`config.mk`:
```
export PLATFORM = sky130hd
export DESIGN_NAME = grid_value_bounding_box
export DESIGN_NICKNAME = d
export VERILOG_FILES = /design/src/design/gvbb_pkg.sv /design/src/design/grid_value_bounding_box.sv /design/src/design/gvbb_cfg.sv /design/src/design/gvbb_in_reg.sv /design/src/design/gvbb_core.sv
export VERILOG_INCLUDE_DIRS = /design/src /design/src/design
export SDC_FILE = /design/constraint.sdc
export NUM_CORES = 1
export LEC_CHECK = 0
export ABC_AREA = 1
export ABC_CLOCK_PERIOD_IN_PS = 8250
export BUFFER_PORTS_ARGS = -buffer_cell sky130_fd_sc_hd__buf_2
export CAP_MARGIN = 5
export CORE_MARGIN = 2
export CORE_UTILIZATION = 40
export CTS_CLUSTER_DIAMETER = 30
export DETAILED_ROUTE_END_ITERATION = 8
export PLACE_DENSITY_LB_ADDON = 0.1
export SYNTH_ARGS = -nofsm -noshare
export SYNTH_HDL_FRONTEND = slang
export SYNTH_HIERARCHICAL = 1
export SYNTH_SLANG_ARGS = --single-unit
```
`constraint.sdc`:
```
create_clock -name clk -period 8.25 [get_ports clk]
set_clock_uncertainty 0.05 [all_clocks]
set_input_delay 0.825 -clock clk [delete_from_list [all_inputs] [get_ports clk]]
set_output_delay 0.825 -clock clk [all_outputs]
set_load 0.02 [all_outputs]
```
`src/design/assert_macros.svh`:
```
// Assertion macros used by the bounding box RTL
`ifndef ASSERT_MACROS_SVH
`define ASSERT_MACROS_SVH

// Check a property on every rising edge, off while reset is held
`define GVBB_ASSERT(label, prop, msg) \
	label: assert property (@(posedge clk) disable iff (!arst_n) (prop)) else $error(msg);

// Check an implication on every rising edge, off while reset is held
`define GVBB_ASSERT_IMP(label, ante, cons, msg) \
	label: assert property (@(posedge clk) disable iff (!arst_n) (ante) |-> (cons)) \
		else $error(msg);

// Check an implication in the next cycle, off while reset is held
`define GVBB_ASSERT_NEXT(label, ante, cons, msg) \
	label: assert property (@(posedge clk) disable iff (!arst_n) (ante) |=> (cons)) \
		else $error(msg);

`endif

```
`src/design/gvbb_pkg.sv`:
```
// Types and constants of the grid value bounding box
`default_nettype none
package gvbb_pkg;

	localparam int MAX_DIM_DEF   = 4096;
	localparam int COMP_BITS_DEF = 16;
	localparam int COMP_W        = 16;
	localparam int BOX_W         = 12;
	localparam int DIM_REG_W     = 13;
	localparam int CFG_IDX_W     = 3;
	localparam int CFG_DATA_W    = 16;
	localparam logic [DIM_REG_W-1:0] DIM_RESET = 13'd64;

	typedef enum logic [CFG_IDX_W-1:0] {
		CFG_EMPTY_X     = 3'd0,
		CFG_EMPTY_Y     = 3'd1,
		CFG_EMPTY_Z     = 3'd2,
		CFG_GRID_WIDTH  = 3'd3,
		CFG_GRID_HEIGHT = 3'd4
	} cfg_index_t;

	typedef struct packed {
		logic signed [COMP_W-1:0] cell_x;
		logic signed [COMP_W-1:0] cell_y;
		logic signed [COMP_W-1:0] cell_z;
	} cell_t;

	typedef struct packed {
		logic                     consumed;
		logic                     frame_done;
		logic                     found;
		logic [BOX_W-1:0]         left_col;
		logic [BOX_W-1:0]         top_row;
		logic [BOX_W-1:0]         right_col;
		logic [BOX_W-1:0]         bottom_row;
		logic signed [COMP_W-1:0] picked_x;
		logic signed [COMP_W-1:0] picked_y;
		logic signed [COMP_W-1:0] picked_z;
	} result_t;

endpackage
`default_nettype wire

```
`src/design/grid_value_bounding_box.sv`:
```
// Top level of the grid value bounding box
//
//  channel | signals                                  | carries
//  --------+------------------------------------------+------------------------------
//  in      | in_valid, in_ready, in_data              | one cell, row-major order
//  out     | out_valid, out_ready, out_data           | one result beat per cell
//  cfg     | cfg_valid, cfg_ready, cfg_index, cfg_data | register writes, always ready
//
// One cell per cycle sustained while out_ready stays high; each cell passes the input
// register and then the result register, which loads when the core takes the cell.
// While a finished result waits for out_ready the input register takes one more beat,
// then in_ready drops; in_ready follows out_ready combinationally.
// The compare and min/max logic between them sets the single-cycle path.
// Reset clears the scan state and loads the register defaults; no clearing pass.
`default_nettype none
module grid_value_bounding_box #(
	parameter int MAX_DIM   = gvbb_pkg::MAX_DIM_DEF,
	parameter int COMP_BITS = gvbb_pkg::COMP_BITS_DEF
) (
	input  wire logic                            clk,
	input  wire logic                            arst_n,
	input  wire logic                            in_valid,
	output      logic                            in_ready,
	input  wire gvbb_pkg::cell_t                 in_data,
	output      logic                            out_valid,
	input  wire logic                            out_ready,
	output      gvbb_pkg::result_t               out_data,
	input  wire logic                            cfg_valid,
	output      logic                            cfg_ready,
	input  wire logic [gvbb_pkg::CFG_IDX_W-1:0]  cfg_index,
	input  wire logic [gvbb_pkg::CFG_DATA_W-1:0] cfg_data
);
	import gvbb_pkg::*;

	localparam int POS_W = (MAX_DIM > 2) ? $clog2(MAX_DIM) : 1;

	cell_t            empty;
	logic [POS_W-1:0] col_last, row_last;
	logic             take, valid_s1;
	cell_t            data_s1;

	gvbb_cfg #(
		.MAX_DIM(MAX_DIM),
		.POS_W  (POS_W)
	) u_cfg (
		.clk      (clk),
		.arst_n   (arst_n),
		.cfg_valid(cfg_valid),
		.cfg_ready(cfg_ready),
		.cfg_index(cfg_index),
		.cfg_data (cfg_data),
		.empty    (empty),
		.col_last (col_last),
		.row_last (row_last)
	);

	gvbb_in_reg u_in_reg (
		.clk     (clk),
		.arst_n  (arst_n),
		.in_valid(in_valid),
		.in_ready(in_ready),
		.in_data (in_data),
		.take    (take),
		.valid_s1(valid_s1),
		.data_s1 (data_s1)
	);

	gvbb_core #(
		.MAX_DIM  (MAX_DIM),
		.COMP_BITS(COMP_BITS),
		.POS_W    (POS_W)
	) u_core (
		.clk      (clk),
		.arst_n   (arst_n),
		.valid_s1 (valid_s1),
		.data_s1  (data_s1),
		.take     (take),
		.empty    (empty),
		.col_last (col_last),
		.row_last (row_last),
		.out_valid(out_valid),
		.out_ready(out_ready),
		.out_data (out_data)
	);

endmodule
`default_nettype wire

```
`src/design/gvbb_cfg.sv`:
```
// Configuration registers: empty value and last column/row of the frame
`default_nettype none
module gvbb_cfg #(
	parameter int MAX_DIM = gvbb_pkg::MAX_DIM_DEF,
	parameter int POS_W   = $clog2(MAX_DIM)
) (
	input  wire logic                              clk,
	input  wire logic                              arst_n,
	input  wire logic                              cfg_valid,
	output      logic                              cfg_ready,
	input  wire logic [gvbb_pkg::CFG_IDX_W-1:0]    cfg_index,
	input  wire logic [gvbb_pkg::CFG_DATA_W-1:0]   cfg_data,
	output      gvbb_pkg::cell_t                   empty,
	output      logic [POS_W-1:0]                  col_last,
	output      logic [POS_W-1:0]                  row_last
);
	import gvbb_pkg::*;

	localparam int DIM_W = $clog2(MAX_DIM + 1);
	localparam int CW    = (DIM_W > DIM_REG_W) ? DIM_W : DIM_REG_W;

	cell_t            empty_q;
	logic [POS_W-1:0] col_last_q;
	logic [POS_W-1:0] row_last_q;

	// Map a size register to its last index: zero acts as one, clamp at MAX_DIM
	function automatic logic [POS_W-1:0] dim_last(input logic [DIM_REG_W-1:0] reg_v);
		logic [CW-1:0] r;
		r = CW'(reg_v);
		if (r == '0)
			return '0;
		if (r > CW'(MAX_DIM))
			return POS_W'(MAX_DIM - 1);
		return POS_W'(r - CW'(1));
	endfunction

	assign cfg_ready = 1'b1;

	always_ff @(posedge clk or negedge arst_n) begin
		if (!arst_n) begin
			empty_q    <= '0;
			col_last_q <= dim_last(DIM_RESET);
			row_last_q <= dim_last(DIM_RESET);
		end else if (cfg_valid) begin
			case (cfg_index)
				CFG_EMPTY_X:     empty_q.cell_x <= cfg_data;
				CFG_EMPTY_Y:     empty_q.cell_y <= cfg_data;
				CFG_EMPTY_Z:     empty_q.cell_z <= cfg_data;
				CFG_GRID_WIDTH:  col_last_q <= dim_last(cfg_data[DIM_REG_W-1:0]);
				CFG_GRID_HEIGHT: row_last_q <= dim_last(cfg_data[DIM_REG_W-1:0]);
				default: ;
			endcase
		end
	end

	assign empty    = empty_q;
	assign col_last = col_last_q;
	assign row_last = row_last_q;

endmodule
`default_nettype wire

```
`src/design/gvbb_in_reg.sv`:
```
// Input register stage holding one accepted cell
`default_nettype none
module gvbb_in_reg (
	input  wire logic            clk,
	input  wire logic            arst_n,
	input  wire logic            in_valid,
	output      logic            in_ready,
	input  wire gvbb_pkg::cell_t in_data,
	input  wire logic            take,
	output      logic            valid_s1,
	output      gvbb_pkg::cell_t data_s1
);
	import gvbb_pkg::*;

	logic  v_s1;
	cell_t d_s1;

	// Refill in the same cycle the core drains the stage
	assign in_ready = !v_s1 || take;

	always_ff @(posedge clk or negedge arst_n) begin
		if (!arst_n) begin
			v_s1 <= 1'b0;
		end else if (in_ready) begin
			v_s1 <= in_valid;
		end
	end

	always_ff @(posedge clk) begin
		if (in_valid && in_ready) begin
			d_s1 <= in_data;
		end
	end

	assign valid_s1 = v_s1;
	assign data_s1  = d_s1;

endmodule
`default_nettype wire

```
`src/design/gvbb_core.sv`:
```
// Scan state, value capture, box update and result register
`default_nettype none
`include "assert_macros.svh"
module gvbb_core #(
	parameter int MAX_DIM   = gvbb_pkg::MAX_DIM_DEF,
	parameter int COMP_BITS = gvbb_pkg::COMP_BITS_DEF,
	parameter int POS_W     = $clog2(MAX_DIM)
) (
	input  wire logic              clk,
	input  wire logic              arst_n,
	input  wire logic              valid_s1,
	input  wire gvbb_pkg::cell_t   data_s1,
	output      logic              take,
	input  wire gvbb_pkg::cell_t   empty,
	input  wire logic [POS_W-1:0]  col_last,
	input  wire logic [POS_W-1:0]  row_last,
	output      logic              out_valid,
	input  wire logic              out_ready,
	output      gvbb_pkg::result_t out_data
);
	import gvbb_pkg::*;

	// Bits above 15 of a sign-extended component only repeat bit 15
	localparam int CMP_W = (COMP_BITS < COMP_W) ? COMP_BITS : COMP_W;

	cell_t            held_q;
	logic             holding_q;
	logic             second_q;
	logic [POS_W-1:0] min_col_q, max_col_q, min_row_q, max_row_q;
	logic [POS_W-1:0] col_q, row_q;

	logic             out_valid_q;
	result_t          res_q;

	logic             is_empty, is_held, capture, match, last, found;
	logic [POS_W-1:0] n_min_col, n_max_col, n_min_row, n_max_row;
	cell_t            n_held;
	result_t          res;

	assign take = valid_s1 && (!out_valid_q || out_ready);

	always_comb begin
		is_empty = (data_s1.cell_x[CMP_W-1:0] == empty.cell_x[CMP_W-1:0]) &&
			(data_s1.cell_y[CMP_W-1:0] == empty.cell_y[CMP_W-1:0]) &&
			(data_s1.cell_z[CMP_W-1:0] == empty.cell_z[CMP_W-1:0]);
		is_held = (data_s1.cell_x[CMP_W-1:0] == held_q.cell_x[CMP_W-1:0]) &&
			(data_s1.cell_y[CMP_W-1:0] == held_q.cell_y[CMP_W-1:0]) &&
			(data_s1.cell_z[CMP_W-1:0] == held_q.cell_z[CMP_W-1:0]);
		capture = !holding_q && !is_empty;
		match   = holding_q && is_held;
		last    = (row_q >= row_last) && (col_q >= col_last);

		n_held    = capture ? data_s1 : held_q;
		n_min_col = min_col_q;
		n_max_col = max_col_q;
		n_min_row = min_row_q;
		n_max_row = max_row_q;
		if (capture) begin
			n_min_col = col_q;
			n_max_col = col_q;
			n_min_row = row_q;
			n_max_row = row_q;
		end else if (match) begin
			if (col_q < min_col_q) n_min_col = col_q;
			if (col_q > max_col_q) n_max_col = col_q;
			if (row_q < min_row_q) n_min_row = row_q;
			if (row_q > max_row_q) n_max_row = row_q;
		end
		found = last && (second_q || match) && (n_max_col != n_min_col) &&
			(n_max_row != n_min_row);

		res            = '0;
		res.consumed   = capture || match;
		res.frame_done = last;
		res.found      = found;
		if (found) begin
			res.left_col   = BOX_W'(n_min_col);
			res.top_row    = BOX_W'(n_min_row);
			res.right_col  = BOX_W'(n_max_col);
			res.bottom_row = BOX_W'(n_max_row);
		end
		if (last) begin
			if (holding_q || capture) begin
				res.picked_x = n_held.cell_x;
				res.picked_y = n_held.cell_y;
				res.picked_z = n_held.cell_z;
			end else begin
				res.picked_x = empty.cell_x;
				res.picked_y = empty.cell_y;
				res.picked_z = empty.cell_z;
			end
		end
	end

	always_ff @(posedge clk or negedge arst_n) begin
		if (!arst_n) begin
			held_q    <= '0;
			holding_q <= 1'b0;
			second_q  <= 1'b0;
			min_col_q <= '0;
			max_col_q <= '0;
			min_row_q <= '0;
			max_row_q <= '0;
			col_q     <= '0;
			row_q     <= '0;
		end else if (take) begin
			if (last) begin
				// Clear for the next frame
				held_q    <= '0;
				holding_q <= 1'b0;
				second_q  <= 1'b0;
				min_col_q <= '0;
				max_col_q <= '0;
				min_row_q <= '0;
				max_row_q <= '0;
				col_q     <= '0;
				row_q     <= '0;
			end else begin
				held_q    <= n_held;
				holding_q <= holding_q || capture;
				second_q  <= second_q || match;
				min_col_q <= n_min_col;
				max_col_q <= n_max_col;
				min_row_q <= n_min_row;
				max_row_q <= n_max_row;
				if (col_q >= col_last) begin
					col_q <= '0;
					row_q <= row_q + POS_W'(1);
				end else begin
					col_q <= col_q + POS_W'(1);
				end
			end
		end
	end

	always_ff @(posedge clk or negedge arst_n) begin
		if (!arst_n) begin
			out_valid_q <= 1'b0;
		end else if (take) begin
			out_valid_q <= 1'b1;
		end else if (out_ready) begin
			out_valid_q <= 1'b0;
		end
	end

	always_ff @(posedge clk) begin
		if (take) begin
			res_q <= res;
		end
	end

	assign out_valid = out_valid_q;
	assign out_data  = res_q;

	`GVBB_ASSERT_IMP(a_found_on_last, out_valid_q && res_q.found, res_q.frame_done,
		"found reported on a beat that does not end the frame")
	`GVBB_ASSERT_NEXT(a_clear_after_last, take && last,
		!holding_q && !second_q && col_q == '0 && row_q == '0,
		"scan state not cleared after the last cell")
	`GVBB_ASSERT_IMP(a_second_needs_hold, second_q, holding_q,
		"second match recorded without a captured value")
	`GVBB_ASSERT_IMP(a_hold_drop, $fell(holding_q), $past(take && last),
		"captured value dropped before frame end")

endmodule
`default_nettype wire
```
==> impl_results.md <==
- CP most frequent cell: nand2_1
- WS Path Type: flop to flop
- Ys async rst share: 57.1%
- # IOs: 174
- Crit-path max FO: 54
- CP Launch Type: flop
- Via/cell ratio: 4.98
- Top_reg_cell synth: dfrtp_1
- Clk sink count: 343
- Die H: 217 microns
- Type of the most critical hold path: input port to async pin
- Main combinational cell family by area after synthesis: simple AND/OR/NAND/NOR gates
- Final Hold Fails: 0
- All-Layer GR Usage: 22.7%
- Final hold slack: 0.259 ns
- Die area: 47300 sq um
- CTS tree: yes
- Pwr dens: 359 nW/um^2
- CTS-repair resized insts: 0
- Status: finished, final reports clean
- Syn Nets: 2308
- Avg Cell Area, Syn: 8.43 sq um
- Root Driver: clkbuf_16
- Register area share after synthesis: 51.2%
- Max Clk Rate: 0.209 GHz
- Setup Viol. Count Final: 0
- Share of cells above drive strength 1: 16.9%
- First-pass GRT wire length: 83.2 mm
- XOR/XNOR Fraction of Synth Area: 2.40%
- Drt drc: 0
- Clk buf depth: 3
- GPL Wtd Cong: 0.843
- Final Max Tran Viols: 0
- Routed WL: 52.6 mm
- Pleak: 10.6 nW
- Seq cells post-synth: 343
- Core area: 45200 sq um
- Routing usage on met1: 31.5%
- Fin Setup TNS: 0 ns
- Crit share post-route: 58.1%
- # hold bufs at CTS: 0
- Setup ws final: 3.46 ns
- Post-route ant nets: 0
- Starting Density: 40.3%
- DP Area: 19500 sq um
- Antenna violations before repair: 4
- Crit path capture type: flop
- RSZ-0062 raised after global routing: false
- Library cells used by synthesis: 46
- GRT met3 Usage: 4.66%
- Minimum clock period: 4.79 ns
- Detail Placement HPWL: 35.2 mm
- Wire per inst: 17.4 microns
- FP Rows: 78
- Global route overflow: 0
- Post-Synth Adder-Cell Area: 5.08%
- Post-layout util: 49.3%
- Simple-gate share of the synthesized area: 23.4%
- Max_slew headroom: 20.8%
- Met2 usage: 35.5%
- Multiplexer share of the synthesized area: 0%
- Post-CTS setup repair buffer count: 0
- VDD IR max: 0.130 mV
- Synth warn: 6
- R2r endpoint: u_core/out_data[56]
- WP data required: 8.60 ns
- First-pass detailed-route iteration total: 5
- Largest net degree at the start of global routing: 97
- Post-Syn Area: 18200 sq um
- Max incr delay on CP: 0.77 ns
- I/O Buffers: 172
- Starting DRC count in detailed routing: 1170
- Slowest CP cell: nand3_2
- Max Cap Viol: 0
- CTS Buf Count: 84
- Compound-Gate Fraction of Synth Area: 9.70%
- Fin nets: 2493
- Vias in the first global route: 14923
- Grt peak-use layer: met2
- Critical Path AT: 5.15 ns
- Flop2flop setup slack: 3.46 ns
- Clock Latency Late Sink: 0.60 ns
- Slew @ Worst Pin: 1.19 ns
- Vias post-DR: 15032
- Setup Slack @ Placement: 3.51 ns
- Die Wd: 217 microns
- Worst R2R Start: u_in_reg/data_s1[46]
- Worst path cell trace: xnor2_1 -> nand2_1 -> nor2_1 -> nand2_1 -> nor2_1 -> nand3_1 -> nand2_4 -> nand2_2 -> o21ai_1 -> inv_1 -> nand2_1 -> nand2_1 -> nand2_1 -> nor2_1 -> nand3_1 -> nand3_2 -> nor2_1
- Synth-to-layout area growth: 22.3%
- Post-synth EDFFs: 147
- Final instance area: 22300 sq um
- Filler Cell Count: 4323
- Post-Syn Instances: 2162
- Worst-path clk slew: 0.05 ns
- Path depth of the worst reg2reg path: 17
- H-tree levels: 3
-- final cells by class --
cell class	instances	area, sq um	share of cell area (%)
Antenna cell	2	5.00	0.0225
Sequential cell	343	9330	41.9
Timing Repair Buffer	180	930	4.17
Tap cell	600	751	3.37
Clock inverter	46	434	1.95
Inverter	288	1090	4.88
Clock buffer	110	2290	10.3
Multi-Input combinational cell	1450	7450	33.4
-- critical path, delay by kind of cell (launching register included) --
kind / cells / cell delay, ns
AND/OR/NAND/NOR: 14 / 3.44
flip-flops: 1 / 0.45
AO/OA/AOI/OAI: 1 / 0.27
XOR/XNOR: 1 / 0.21
buffers and inverters: 1 / 0.12
-- how the worst max path moves through the flow --
stage	startpoint	end	slack, ns	cells past startpoint
finish	u_in_reg/data_s1[46]	u_core/out_data[56]	3.46	17
global route	u_in_reg/data_s1[44]	u_core/out_data[68]	3.02	17
CTS	u_in_reg/data_s1[43]	u_core/out_data[93]	3.50	17
detailed placement	u_in_reg/data_s1[43]	u_core/out_data[93]	3.51	17
global placement	u_in_reg/data_s1[43]	u_core/out_data[77]	3.56	17
floorplan	out_ready	u_in_reg/data_s1[0]	0.97	7
-- state kept, by name (all words and copies together) (netlist names), 48 cells and up --
signal	flops
u_cfg/empty	48
u_core/out_data	99
u_core/held_q	48
u_in_reg/data_s1	48
-- kinds of logic after synthesis --
logic type,Yosys count
adder cells (fa/ha/maj),74
XOR/XNOR,50
AO/OA/AOI/OAI,322
buffers and inverters,369
flip-flops,343
other,1
AND/OR/NAND/NOR,1003
-- cells in the mapped netlist (44+ instances only) --
cell type | instances | share of area (%)
o21ai_0 | 127 | 3.5
dfrtp_1 | 184 | 25
xnor2_1 | 44 | 2.1
inv_1 | 267 | 5.5
ha_1 | 74 | 5.1
nand2_1 | 623 | 13
clkbuf_1 | 52 | 1.1
o22ai_1 | 96 | 3.3
nor2_1 | 147 | 3.0
a21oi_1 | 78 | 2.1
nand3_1 | 126 | 3.5
edfxtp_1 | 147 | 24
-- placed cells by master, fill, tap and decap left out, drive strengths merged, types with 2 or more instances in the layout --
cell type,netlist,layout
nand2,633,633
inv,287,290
dfrtp,184,184
buf,29,179
nor2,154,154
edfxtp,147,147
nand3,133,133
o21ai,131,131
clkbuf,52,111
o22ai,96,96
a21oi,78,78
ha,74,74
or2,49,49
xnor2,44,44
clkinv,1,33
dfstp,12,12
nor3,12,12
nand4,12,12
bufinv,0,7
xor2,6,6
a31oi,6,6
nor3b,5,5
clkinvlp,0,4
nand3b,3,3
a211oi,3,3
o21a,3,3
diode,0,2
a21boi,2,2
nor4,2,2
-- through the flow --
stage	power (mW)	instances
2_1_floorplan	4.22	2162
3_3_place_gp	4.82	2861
3_5_place_dp	4.86	2861
4_1_cts	8.06	3017
5_1_grt	8.56	3018
6_report	7.99	3019
-- metal layers --
layer / share of wire [%] / routed length, microns / vias up
li1: - / - / 7456
met1: 47 / 24700 / 7103
met2: 45 / 23900 / 394
met3: 5.6 / 2960 / 75
met4: 1.9 / 1010 / 4
met5: 0.046 / 24 / -
-- power breakdown --
| group | internal (mW) | total (mW) | switching [mW] | leakage [nW] |
|---|---|---|---|---|
| Combinational | 0.875 | 2.39 | 1.51 | 5.28 |
| Clock | 2.15 | 3.15 | 0.996 | 1.34 |
| Sequential | 2.20 | 2.46 | 0.263 | 4.00 |
No activity file was read; power rests on OpenSTA's default activity.
